$ cat config.mk
export PLATFORM = sky130hd
export DESIGN_NAME = access_code_level_table_flat
export DESIGN_NICKNAME = d
export VERILOG_FILES = /design/src/hw/rtl/acl_pkg.sv /design/src/hw/rtl/acl_if.sv /design/src/hw/rtl/acl_ram.sv /design/src/hw/rtl/access_code_level_table.sv /design/src/flat_wrapper.sv
export SDC_FILE = /design/constraint.sdc
export NUM_CORES = 1
export LEC_CHECK = 0
export BUFFER_PORTS_ARGS = -buffer_cell sky130_fd_sc_hd__buf_2
export CORE_ASPECT_RATIO = 1.25
export CORE_UTILIZATION = 60
export CTS_CLUSTER_SIZE = 8
export DETAILED_ROUTE_END_ITERATION = 16
export HOLD_SLACK_MARGIN = 0.02
export PLACE_DENSITY = 0.77
export REMOVE_ABC_BUFFERS = 1
export SYNTH_ARGS = -nofsm -noshare
export SYNTH_HDL_FRONTEND = slang
export SYNTH_SLANG_ARGS = --single-unit
$ cat constraint.sdc
create_clock -name clock -period 4.7 [get_ports clock]
set_input_delay 0.47 -clock clock [delete_from_list [all_inputs] [get_ports clock]]
set_output_delay 0.47 -clock clock [all_outputs]
set_load 0.02 [all_outputs]
$ cat src/hw/rtl/acl_pkg.sv
// Shared action and status codes and fixed transaction field widths for the access code table.
package acl_pkg;

   localparam int CODE_W  = 32;
   localparam int LEVEL_W = 8;

   typedef enum logic [1:0] {
      ACT_ACTIVATE   = 2'd0,
      ACT_DEACTIVATE = 2'd1,
      ACT_CHECK      = 2'd2,
      ACT_CONSUME    = 2'd3
   } action_type;

   typedef enum logic [1:0] {
      STS_OK     = 2'd0,
      STS_ABSENT = 2'd1,
      STS_LOW    = 2'd2,
      STS_FULL   = 2'd3
   } status_type;

endpackage

$ cat src/hw/rtl/acl_if.sv
// Request and response channel interfaces of the access code table.
interface acl_req_if;
   import acl_pkg::*;

   logic                valid;
   logic                ready;
   action_type          action;
   logic [CODE_W-1:0]   code;
   logic [LEVEL_W-1:0]  level;

   modport source (output valid, output action, output code, output level, input ready);
   modport sink   (input valid, input action, input code, input level, output ready);
endinterface

interface acl_rsp_if;
   import acl_pkg::*;

   logic       valid;
   logic       ready;
   logic       granted;
   status_type status;

   modport source (output valid, output granted, output status, input ready);
   modport sink   (input valid, input granted, input status, output ready);
endinterface

$ cat src/hw/rtl/acl_ram.sv
// Generic single-write, single-read RAM with registered read data.
module acl_ram #(
   parameter int WIDTH = 8,
   parameter int DEPTH = 16
) (
   input  logic                                         clock,
   input  logic                                         wr_en,
   input  logic [((DEPTH > 1) ? $clog2(DEPTH) : 1)-1:0] wr_addr,
   input  logic [WIDTH-1:0]                             wr_data,
   input  logic                                         rd_en,
   input  logic [((DEPTH > 1) ? $clog2(DEPTH) : 1)-1:0] rd_addr,
   output logic [WIDTH-1:0]                             rd_data
);

   logic [WIDTH-1:0] mem_ff [DEPTH];
   logic [WIDTH-1:0] rd_data_ff;

   always_ff @(posedge clock) begin
      if (wr_en) begin
         mem_ff[wr_addr] <= wr_data;
      end
      if (rd_en) begin
         rd_data_ff <= mem_ff[rd_addr];
      end
   end

   assign rd_data = rd_data_ff;

endmodule

$ cat src/hw/rtl/access_code_level_table.sv
// Access code table: ENTRIES-slot memory of {valid, level, code}, swept once per transaction.
// Flow: the request is captured, then the sweep reads the entry memory one slot a cycle,
//   then the write-back step decides, writes the slot and loads the response register,
//   waiting there while that register is full; only then is a new request accepted.
// Reset: synchronous; afterwards a clearing pass writes every slot empty with req_ch.ready
//   low.
module access_code_level_table #(
   parameter int ENTRIES    = 16,
   parameter int CODE_BITS  = 32,
   parameter int LEVEL_BITS = 8
) (
   input logic       clock,
   input logic       reset,
   acl_req_if.sink   req_ch,
   acl_rsp_if.source rsp_ch
);
   import acl_pkg::*;

   localparam int IDX_W   = (ENTRIES > 1) ? $clog2(ENTRIES) : 1;
   localparam int CNT_W   = $clog2(ENTRIES + 1);
   localparam int WORD_W  = 1 + LEVEL_BITS + CODE_BITS;
   localparam int VLD_POS = WORD_W - 1;
   localparam logic [CNT_W-1:0] LAST_CNT = CNT_W'(ENTRIES - 1);
   localparam logic [CNT_W-1:0] END_CNT  = CNT_W'(ENTRIES);

   // one-hot sequencer
   typedef enum logic [3:0] {
      ST_CLEAR = 4'b0001,   // post-reset sweep marking every slot empty
      ST_IDLE  = 4'b0010,   // waiting for a request transaction
      ST_SCAN  = 4'b0100,   // reading every slot, one per cycle
      ST_UPD   = 4'b1000    // decide, write back, load the response
   } state_type;

   state_type             state_ff,    state_in;
   logic [CNT_W-1:0]      cnt_ff,      cnt_in;
   logic                  chk_vld_ff,  chk_vld_in;
   logic [IDX_W-1:0]      chk_idx_ff,  chk_idx_in;

   // captured request
   action_type            act_ff,      act_in;
   logic [CODE_BITS-1:0]  key_ff,      key_in;
   logic [LEVEL_BITS-1:0] lvl_ff,      lvl_in;

   // sweep findings
   logic                  hit_ff,      hit_in;
   logic [IDX_W-1:0]      hit_idx_ff,  hit_idx_in;
   logic [LEVEL_BITS-1:0] hit_lvl_ff,  hit_lvl_in;
   logic                  free_ff,     free_in;
   logic [IDX_W-1:0]      free_idx_ff, free_idx_in;

   // response output register
   logic                  rsp_valid_ff, rsp_valid_in;
   logic                  granted_ff,   granted_in;
   status_type            status_ff,    status_in;

   // entry memory port
   logic                  wr_en;
   logic [IDX_W-1:0]      wr_addr;
   logic [WORD_W-1:0]     wr_data;
   logic                  rd_en;
   logic [IDX_W-1:0]      rd_addr;
   logic [WORD_W-1:0]     rd_data;

   // read word fields
   logic                  rd_vld;
   logic [LEVEL_BITS-1:0] rd_lvl;
   logic [CODE_BITS-1:0]  rd_code;

   // outcome of the finished sweep
   logic                  dec_we;
   logic [IDX_W-1:0]      dec_addr;
   logic [WORD_W-1:0]     dec_data;
   logic                  dec_grant;
   status_type            dec_status;
   logic                  rsp_load;

   assign rd_vld  = rd_data[VLD_POS];
   assign rd_lvl  = rd_data[VLD_POS-1:CODE_BITS];
   assign rd_code = rd_data[CODE_BITS-1:0];

   acl_ram #(
      .WIDTH (WORD_W),
      .DEPTH (ENTRIES)
   ) u_entry_ram (
      .clock   (clock),
      .wr_en   (wr_en),
      .wr_addr (wr_addr),
      .wr_data (wr_data),
      .rd_en   (rd_en),
      .rd_addr (rd_addr),
      .rd_data (rd_data)
   );

   // Decision from the sweep results. Deactivate and consume write an empty word.
   always_comb begin
      dec_we     = 1'b0;
      dec_addr   = hit_idx_ff;
      dec_data   = '0;
      dec_grant  = 1'b0;
      dec_status = STS_OK;
      unique case (act_ff)
         ACT_ACTIVATE: begin
            dec_data = {1'b1, lvl_ff, key_ff};
            if (hit_ff) begin
               dec_we = 1'b1;                 // level overwritten in place
            end else if (free_ff) begin
               dec_we   = 1'b1;               // lowest free slot
               dec_addr = free_idx_ff;
            end else begin
               dec_status = STS_FULL;
            end
         end
         ACT_DEACTIVATE: begin
            if (hit_ff) begin
               dec_we = 1'b1;
            end else begin
               dec_status = STS_ABSENT;
            end
         end
         ACT_CHECK, ACT_CONSUME: begin
            if (!hit_ff) begin
               dec_status = STS_ABSENT;
            end else if (hit_lvl_ff < lvl_ff) begin
               dec_status = STS_LOW;
            end else begin
               dec_grant = 1'b1;
               dec_we    = (act_ff == ACT_CONSUME);
            end
         end
         default: begin
            dec_status = STS_OK;
         end
      endcase
   end

   // Response register takes a new result when empty or being drained.
   assign rsp_load     = (state_ff == ST_UPD) && (!rsp_valid_ff || rsp_ch.ready);
   assign rsp_valid_in = rsp_load || (rsp_valid_ff && !rsp_ch.ready);
   assign granted_in   = rsp_load ? dec_grant  : granted_ff;
   assign status_in    = rsp_load ? dec_status : status_ff;

   assign req_ch.ready   = (state_ff == ST_IDLE);
   assign rsp_ch.valid   = rsp_valid_ff;
   assign rsp_ch.granted = granted_ff;
   assign rsp_ch.status  = status_ff;

   always_comb begin
      state_in    = state_ff;
      cnt_in      = cnt_ff;
      chk_vld_in  = 1'b0;
      chk_idx_in  = cnt_ff[IDX_W-1:0];
      act_in      = act_ff;
      key_in      = key_ff;
      lvl_in      = lvl_ff;
      hit_in      = hit_ff;
      hit_idx_in  = hit_idx_ff;
      hit_lvl_in  = hit_lvl_ff;
      free_in     = free_ff;
      free_idx_in = free_idx_ff;
      wr_en       = 1'b0;
      wr_addr     = dec_addr;
      wr_data     = dec_data;
      rd_en       = 1'b0;
      rd_addr     = cnt_ff[IDX_W-1:0];

      // examine the word read in the previous cycle; first match and first hole win
      if (chk_vld_ff) begin
         if (rd_vld && (rd_code == key_ff) && !hit_ff) begin
            hit_in     = 1'b1;
            hit_idx_in = chk_idx_ff;
            hit_lvl_in = rd_lvl;
         end
         if (!rd_vld && !free_ff) begin
            free_in     = 1'b1;
            free_idx_in = chk_idx_ff;
         end
      end

      unique case (state_ff)
         ST_CLEAR: begin
            wr_en   = 1'b1;
            wr_addr = cnt_ff[IDX_W-1:0];
            wr_data = '0;
            if (cnt_ff == LAST_CNT) begin
               cnt_in   = '0;
               state_in = ST_IDLE;
            end else begin
               cnt_in = cnt_ff + 1'b1;
            end
         end
         ST_IDLE: begin
            if (req_ch.valid) begin
               act_in   = req_ch.action;
               key_in   = CODE_BITS'(req_ch.code);
               lvl_in   = LEVEL_BITS'(req_ch.level);
               hit_in   = 1'b0;
               free_in  = 1'b0;
               cnt_in   = '0;
               state_in = ST_SCAN;
            end
         end
         ST_SCAN: begin
            if (cnt_ff != END_CNT) begin
               rd_en      = 1'b1;
               chk_vld_in = 1'b1;
               cnt_in     = cnt_ff + 1'b1;
            end else begin
               state_in = ST_UPD;             // last word is examined this cycle
            end
         end
         ST_UPD: begin
            if (rsp_load) begin
               wr_en    = dec_we;
               state_in = ST_IDLE;
            end
         end
         default: begin
            state_in = ST_CLEAR;
         end
      endcase
   end

   always_ff @(posedge clock) begin
      if (reset) begin
         state_ff     <= ST_CLEAR;
         cnt_ff       <= '0;
         chk_vld_ff   <= 1'b0;
         rsp_valid_ff <= 1'b0;
      end else begin
         state_ff     <= state_in;
         cnt_ff       <= cnt_in;
         chk_vld_ff   <= chk_vld_in;
         rsp_valid_ff <= rsp_valid_in;
      end
   end

   always_ff @(posedge clock) begin
      chk_idx_ff  <= chk_idx_in;
      act_ff      <= act_in;
      key_ff      <= key_in;
      lvl_ff      <= lvl_in;
      hit_ff      <= hit_in;
      hit_idx_ff  <= hit_idx_in;
      hit_lvl_ff  <= hit_lvl_in;
      free_ff     <= free_in;
      free_idx_ff <= free_idx_in;
      granted_ff  <= granted_in;
      status_ff   <= status_in;
   end

   // memory is written only by the clearing pass or the write-back step
   a_write_phase: assert property (@(posedge clock) disable iff (reset)
      wr_en |-> (state_ff == ST_CLEAR || state_ff == ST_UPD))
      else $error("entry write outside clear or write-back");

   // the sweep has covered every slot before a decision is taken
   a_sweep_done: assert property (@(posedge clock) disable iff (reset)
      (state_ff == ST_UPD) |-> (cnt_ff == END_CNT && !chk_vld_ff))
      else $error("decision before sweep completed");

   // a new response only appears out of the write-back step
   a_rsp_source: assert property (@(posedge clock) disable iff (reset)
      $rose(rsp_valid_ff) |-> $past(state_ff == ST_UPD))
      else $error("response raised outside write-back");

   // a grant always carries the ok status
   a_grant_ok: assert property (@(posedge clock) disable iff (reset)
      (rsp_valid_ff && granted_ff) |-> (status_ff == STS_OK))
      else $error("grant with failing status");

   // reset always restarts the clearing pass
   a_reset_clear: assert property (@(posedge clock)
      reset |=> (state_ff == ST_CLEAR && !rsp_valid_ff))
      else $error("reset did not restart clearing");

endmodule
$ cat src/flat_wrapper.sv
// flat-port wrapper written by rule: the top's interface ports become plain ports
module access_code_level_table_flat import acl_pkg::*;
#(
   parameter int ENTRIES    = 16,
   parameter int CODE_BITS  = 32,
   parameter int LEVEL_BITS = 8
)
  (clock, reset, req_ch_valid, req_ch_action, req_ch_code, req_ch_level, req_ch_ready, rsp_ch_valid, rsp_ch_granted, rsp_ch_status, rsp_ch_ready);
  acl_req_if req_ch_i ();
  acl_rsp_if rsp_ch_i ();
  input logic clock;
  input logic reset;
  input wire logic [$bits(req_ch_i.valid)-1:0] req_ch_valid;
  input wire logic [$bits(req_ch_i.action)-1:0] req_ch_action;
  input wire logic [$bits(req_ch_i.code)-1:0] req_ch_code;
  input wire logic [$bits(req_ch_i.level)-1:0] req_ch_level;
  output wire logic [$bits(req_ch_i.ready)-1:0] req_ch_ready;
  output wire logic [$bits(rsp_ch_i.valid)-1:0] rsp_ch_valid;
  output wire logic [$bits(rsp_ch_i.granted)-1:0] rsp_ch_granted;
  output wire logic [$bits(rsp_ch_i.status)-1:0] rsp_ch_status;
  input wire logic [$bits(rsp_ch_i.ready)-1:0] rsp_ch_ready;
  assign req_ch_i.valid = req_ch_valid;
  assign req_ch_i.action = req_ch_action;
  assign req_ch_i.code = req_ch_code;
  assign req_ch_i.level = req_ch_level;
  assign req_ch_ready = req_ch_i.ready;
  assign rsp_ch_valid = rsp_ch_i.valid;
  assign rsp_ch_granted = rsp_ch_i.granted;
  assign rsp_ch_status = rsp_ch_i.status;
  assign rsp_ch_i.ready = rsp_ch_ready;
  access_code_level_table #(.ENTRIES(ENTRIES), .CODE_BITS(CODE_BITS), .LEVEL_BITS(LEVEL_BITS)) u_core (.clock(clock), .reset(reset), .req_ch(req_ch_i), .rsp_ch(rsp_ch_i));
endmodule
==> results.toml, run 1 <==
[run_status]
status = "completed"

[detailed_routing]
postRouteAntennaNets = 0
drtIter0Drc = 1375
drc = 0
vias = 14015
wl_um = 65000
first_pass_iters = 5
route.detailed.vias_per_inst = 6.63
wire_per_inst_um = 30.7

[setup_path]
start_kind = "flip-flop"
crit_chain = "nor4b_4 -> mux2i_1 -> o21ai_0 -> o211ai_1 -> nor2_4 -> buf_4"
slowest_delay_ns = 0.96
r2r_slack_ns = 0.85
crit_buf_inv = 1
required_ns = 4.99
worstPathMaxFanout = 22
critPathTopFamily = "simple AND/OR/NAND/NOR gates"
worstPathArrival_ns = 4.13
end_kind = "flip-flop"
crit_slowest_cell = "nor2_4"
crit_type = "flip-flop to flip-flop"

[synthesis]
synth_top_area_share = 0.769
synth_flop_cell = "edfxtp_1"
synth_top_cell_by_area = "edfxtp_1"
ys_seq_area_frac = 0.780
synth_area_mm2 = 0.0296
synthDistinctLibCells = 48
synth.area.top_cells = "edfxtp_1 77%, mux4_2 16%, dfxtp_1 1.1%"
ys_seq_elements = 775
syn_avg_cell_area_um2 = 23.2
synth-async-reset-ratio = 0
syn_inst = 1276
yosysMostFrequentCell = "edfxtp_1"
synth_edf_count = 758
synthTopCellsByCount = "758 x edfxtp_1, 205 x mux4_2, 34 x and2_1"
yosys_warnings = 0

[sta]
finalCritPeriodShare = 0.819
min_period_ns = 3.85
slew_headroom = 0.0634
timing.hold.ws_ns = 0.0342
max_freq_mhz = 260
tightest_slew_ns = 1.39
finalSetupViolations = 0
finalHoldViolCount = 0
skew_ns = 0.0350
rsz0062_at_grt = "false"
maxSlewViolCount = 0

[global_routing]
grt_antenna_before_repair = 0
grt_pass1_vias = 14989
grt_start_max_net_pins = 107
grt.overflow.total = 0
grt_pass1_wl_um = 96100
grt_use_total = 0.267

[clock_tree]
cts-root-buf = "clkbuf_16"
cts_tree = "built"
cts_buffers = 106
cts_max_level = 3
cts.clk_slew.worst_paths_ns = 0.05
postCtsResizedCells = 0
clockBufferDepth = 3
clock_latency_ns = 0.65
cts.sinks = 775

[cells_and_area]
drive_above_1_share = 0.295
n_antenna_cell = 0
nNetsFinal = 1500
layout.cells.non_filler = 2114
syn2layout_area_growth_pct = 14.8

[placed_design]
port_buffers = 50
hpwlAfterDp_um = 31000
numPlacedInstances = 1942
gp_congestion = 0.777

[min_path]
hold_class = "input pin to flip-flop"

[floorplanning]
num_rows = 90
initial_core_util = 0.610
io-pin-count = 51
die_x_um = 201
core_area_mm2 = 0.0485
die_h_um = 250
die_area_mm2 = 0.0502

[pwr]
p_leak_nw = 11.7
vdd_drop_max_v = 0.000381
power_density_mw_per_mm2 = 443

[flow_run]
maxCapViolCount = 0
[where the power goes]
group / total (W) / internal [W] / switching, W
Clock: 0.00666 / 0.00403 / 0.00262
Sequential: 0.00772 / 0.00766 / 0.0000610
Combinational: 0.000677 / 0.000341 / 0.000336
Total: 0.0151 / 0.0120 / 0.00302
[cell usage in the layout (no fill, tap or decap), drive strengths merged, types with 5 or more instances in the layout]
cell         synthesis  layout
dlygate4sd3          0      37
dfxtp               17      17
nand4                9       9
clkbuf              32     132
nand3                6       6
nor2                33      33
buf                 29      83
o211ai               5       5
nor3b                6       6
a21oi                7       7
inv                 19      22
nor3                 9       9
a31oi                5       5
xnor2               31      31
nand2                7       7
ha                  11      11
edfxtp             758     758
nor4                12      12
mux4               205     205
and2                34      34
[layout make-up]
| cell class | instances | area, µm² |
|---|---|---|
| Timing Repair Buffer | 120 | 918 |
| Multi-Input combinational cell | 421 | 6290 |
| Sequential cell | 775 | 23100 |
| Fill cell | 2722 | 14500 |
| Tap cell | 644 | 806 |
| Inverter | 19 | 71.3 |
| Clock inverter | 3 | 26.3 |
| Clock buffer | 132 | 2770 |
[metrics by stage]
| stage | total power (W) | cell area [µm²] | TNS (ns) | utilization | setup slack, ns |
|---|---|---|---|---|---|
| 3_5_place_dp | 0.00850 | 30800 | 0 | 0.635 | 0.929 |
| 3_3_place_gp | 0.00848 | 30800 | 0 | 0.635 | 1.10 |
| 4_1_cts | 0.0151 | 34000 | 0 | 0.700 | 0.882 |
| 6_report | 0.0151 | 34000 | 0 | 0.700 | 0.852 |
| 5_1_grt | 0.0154 | 34000 | 0 | 0.700 | 0.643 |
| 2_1_floorplan | 0.00837 | 29300 | -3335.37 | - | -5.28 |
[state kept, by name, summed over array words and instances (netlist names), 2 cells and up]
| name | flops |
|---|---|
| u_core.key_ff | 32 |
| u_core.chk_idx_ff | 4 |
| u_core.hit_lvl_ff | 8 |
| u_core.hit_idx_ff | 4 |
| u_core.free_idx_ff | 4 |
| u_core.state_ff | 4 |
| u_core.lvl_ff | 8 |
| u_core.u_entry_ram.rd_data | 41 |
| u_core.cnt_ff | 5 |
| u_core.act_ff | 2 |
| u_core.rsp_ch.status | 2 |
| u_core.u_entry_ram.mem_ff | 656 |
[worst paths after layout]
kind | start | end | depth (start not counted)
worst max-delay path | u_core.act_ff[1]$_DFFE_PP_ | u_core.u_entry_ram.mem_ff[13][1]$_DFFE_PP_ | 6
worst min register to register | u_core.u_entry_ram.rd_data[32]$_DFFE_PP_ | u_core.hit_lvl_ff[0]$_DFFE_PP_ | 0
worst max register to register | u_core.act_ff[1]$_DFFE_PP_ | u_core.u_entry_ram.mem_ff[13][1]$_DFFE_PP_ | 6
worst min-delay path | req_ch_code[28] | u_core.key_ff[28]$_DFFE_PP_ | 1
[cells by family after synthesis]
| family | Yosys count | share of synthesized area |
|---|---|---|
| adders and majority gates | 11 | 0.00465 |
| xor gates and xnor gates | 35 | 0.0104 |
| DFF | 775 | 0.780 |
| buffers and inverters | 80 | 0.0135 |
| muxes | 209 | 0.157 |
| AOI/OAI and AO/OA | 39 | 0.00909 |
| and+or+nand+nor | 127 | 0.0248 |
[what timing repair did]
| item | in CTS | in global routing |
|---|---|---|
| buffers inserted | 0 | 0 |
| hold endpoints to repair | 37 | 0 |
| hold buffers | 37 | 0 |
[routing by layer]
metal	track usage	vias to the layer above	routed length (µm)
li1	-	5672	-
met1	0.344	7480	24300
met3	0.0427	105	4640
met2	0.463	758	34400
met4	0.101	0	1610
met5	0	-	0
[worst register-to-register path, stage by stage, from the launching register on]
cell	delay (ns)
edfxtp_1	0.68
nor4b_4	0.54
mux2i_1	0.17
o21ai_0	0.25
o211ai_1	0.40
nor2_4	0.96
buf_4	0.50
No activity file was read; power rests on OpenSTA's default activity.
==> inputs of run 2 (changes only) <==
==> constraint.sdc (replaced) <==
create_clock -name clock -period 3.9 [get_ports clock]
set_input_delay 0.39 -clock clock [delete_from_list [all_inputs] [get_ports clock]]
set_output_delay 0.39 -clock clock [all_outputs]
set_load 0.02 [all_outputs]
==> run 2 against run 1 <==
Compared with the run above:
- via count is 1.3% higher
- combinational power rose by 23%
- register-to-register slack lost 0.49 ns
- clock power rose by 23%
- worst hold slack improved by 0.030 ns
- total power grew 22%
- clock-buffer cell count up 11
- first-iteration DRC count up 31%
- final area increased by 0.94%
- clock skew decreased by 0.021 ns
- worst setup slack worse by 0.49 ns
- die area unchanged
- highest routed layer unchanged
==> results.toml, run 2 (same netlist as run 1, synthesis figures left out) <==
[floorplanning]
core_area_mm2 = 0.0485
initial_core_util = 0.610
die_area_mm2 = 0.0502
die_x_um = 201
num_rows = 90
io-pin-count = 51
die_h_um = 250

[pwr]
vdd_drop_max_v = 0.000432
power_density_mw_per_mm2 = 534
p_switching_w = 0.00372
p_int_w = 0.0146
combPwrFrac = 0.045
p_seq_frac = 0.508
p_clk_frac = 0.447
sw_frac_of_total = 0.203
p_leak_nw = 11.9

[placed_design]
gp_congestion = 0.823
dpl_worst_slack_ns = 0.514
port_buffers = 50
numPlacedInstances = 1947
hpwlAfterDp_um = 31700

[clock_tree]
post_cts.repair.setup_buffers = 0
cts.clk_slew.worst_paths_ns = 0.05
clockBufferDepth = 3
cts-root-buf = "clkbuf_16"
cts_max_level = 3
clock_latency_ns = 0.63
cts.sinks = 775
cts_buffers = 106
postCtsHoldBufs = 42
postCtsResizedCells = 0
cts_tree = "built"

[sta]
finalHoldViolCount = 0
maxSlewViolCount = 0
rsz0062_at_grt = "false"
finalCritPeriodShare = 0.907
tightest_slew_ns = 1.13
max_freq_mhz = 283
slew_headroom = 0.243
finalSetupViolations = 0
finalWorstSetupSlack_ns = 0.364
min_period_ns = 3.54
skew_ns = 0.0135

[cells_and_area]
drive_above_1_share = 0.297
nNetsFinal = 1511
syn2layout_area_growth_pct = 15.9
final_common_cell = "edfxtp_1"
n_antenna_cell = 0
final_cell_mix = "758 x edfxtp_1, 205 x mux4_2, 108 x clkbuf_16"
layout.cells.non_filler = 2138
num-fill-cells = 2644
largest_register_ffs = 656
top_register = "u_core.u_entry_ram.mem_ff"

[detailed_routing]
drc = 0
first_pass_iters = 5
postRouteAntennaNets = 0
drtIter0Drc = 1805
vias = 14198
wl_um = 66300
wire_per_inst_um = 31.0
route.detailed.vias_per_inst = 6.64

[setup_path]
reg2reg_depth = 6
crit_path_start = "u_core.state_ff[3]$_SDFFE_PP0P_"
timing.rr.end = "u_core.u_entry_ram.mem_ff[8][12]$_DFFE_PP_"
crit_type = "flip-flop to flip-flop"
endpoint = "u_core.u_entry_ram.mem_ff[8][12]$_DFFE_PP_"
worstPathArrival_ns = 3.86
start_kind = "flip-flop"
timing.rr.start = "u_core.state_ff[3]$_SDFFE_PP0P_"
worstPathMaxFanout = 22
r2r_slack_ns = 0.36
end_kind = "flip-flop"
required_ns = 4.22

[global_routing]
grt_pass1_wl_um = 97800
grt_antenna_before_repair = 1
grt_start_max_net_pins = 82
grt_pass1_vias = 14909
grt_use_total = 0.274
grt.overflow.total = 0

[run_status]
status = "completed"

[flow_run]
maxCapViolCount = 0

[min_path]
hold_class = "input pin to flip-flop"
[run 2: worst min-delay path by stage]
stage	startpoint	endpoint	slack, ns	cells past startpoint
after floorplan	u_core.u_entry_ram.rd_data[32]$_DFFE_PP_	u_core.hit_lvl_ff[0]$_DFFE_PP_	0.40	0
after global placement	u_core.chk_idx_ff[1]$_DFF_P_	u_core.hit_idx_ff[1]$_DFFE_PP_	0.41	0
after detailed placement	u_core.u_entry_ram.rd_data[32]$_DFFE_PP_	u_core.hit_lvl_ff[0]$_DFFE_PP_	0.42	0
after CTS	reset	u_core.state_ff[2]$_SDFFE_PP0P_	0.03	2
after global routing	reset	u_core.state_ff[2]$_SDFFE_PP0P_	0.06	2
final	reset	u_core.state_ff[2]$_SDFFE_PP0P_	0.06	2
[run 2: metrics by stage]
stage	instance area [µm²]	hold slack, ns	TNS (ns)	total power (W)	util
2_1_floorplan	29300	0.400	-3935.06	0.0101	-
3_3_place_gp	31000	0.409	0	0.0102	0.638
3_5_place_dp	31000	0.416	0	0.0102	0.638
4_1_cts	34300	0.0257	0	0.0184	0.707
5_1_grt	34300	0.0582	0	0.0188	0.707
6_report	34300	0.0643	0	0.0183	0.707
[run 2: power groups by stage]
stage          Sequential [W]  Combinational [W]  Clock, W
3_5_place_dp          0.00945           0.000796         0
4_1_cts               0.00930           0.000843   0.00829
3_3_place_gp          0.00944           0.000789         0
5_1_grt               0.00930           0.000878   0.00862
2_1_floorplan         0.00953           0.000563         0
6_report              0.00930           0.000832   0.00819
[run 2: area by class of cell]
cell class	instances	area, µm²	area share
well taps	644	806	0.0235
repair buffers	131	1140	0.0332
clock inverters	5	62.6	0.00182
flip-flops and latches	775	23100	0.674
multi-input cells	421	6290	0.183
clock buffers	143	2830	0.0826
inverters	19	71.3	0.00208
[run 2: critical path, stage by stage, from the launching register on]
cell and delay, ns:
dfxtp_1 0.53, nor4b_2 0.36, nand4_1 0.24, o211ai_1 0.42, o211ai_1 0.45, nor2_4 0.90, buf_12 0.30
[run 2: per-layer routing]
layer / part of all wire / global-route usage
met1: 0.37 / 0.363
met2: 0.52 / 0.458
met3: 0.077 / 0.0500
met4: 0.030 / 0.105
met5: 0 / 0
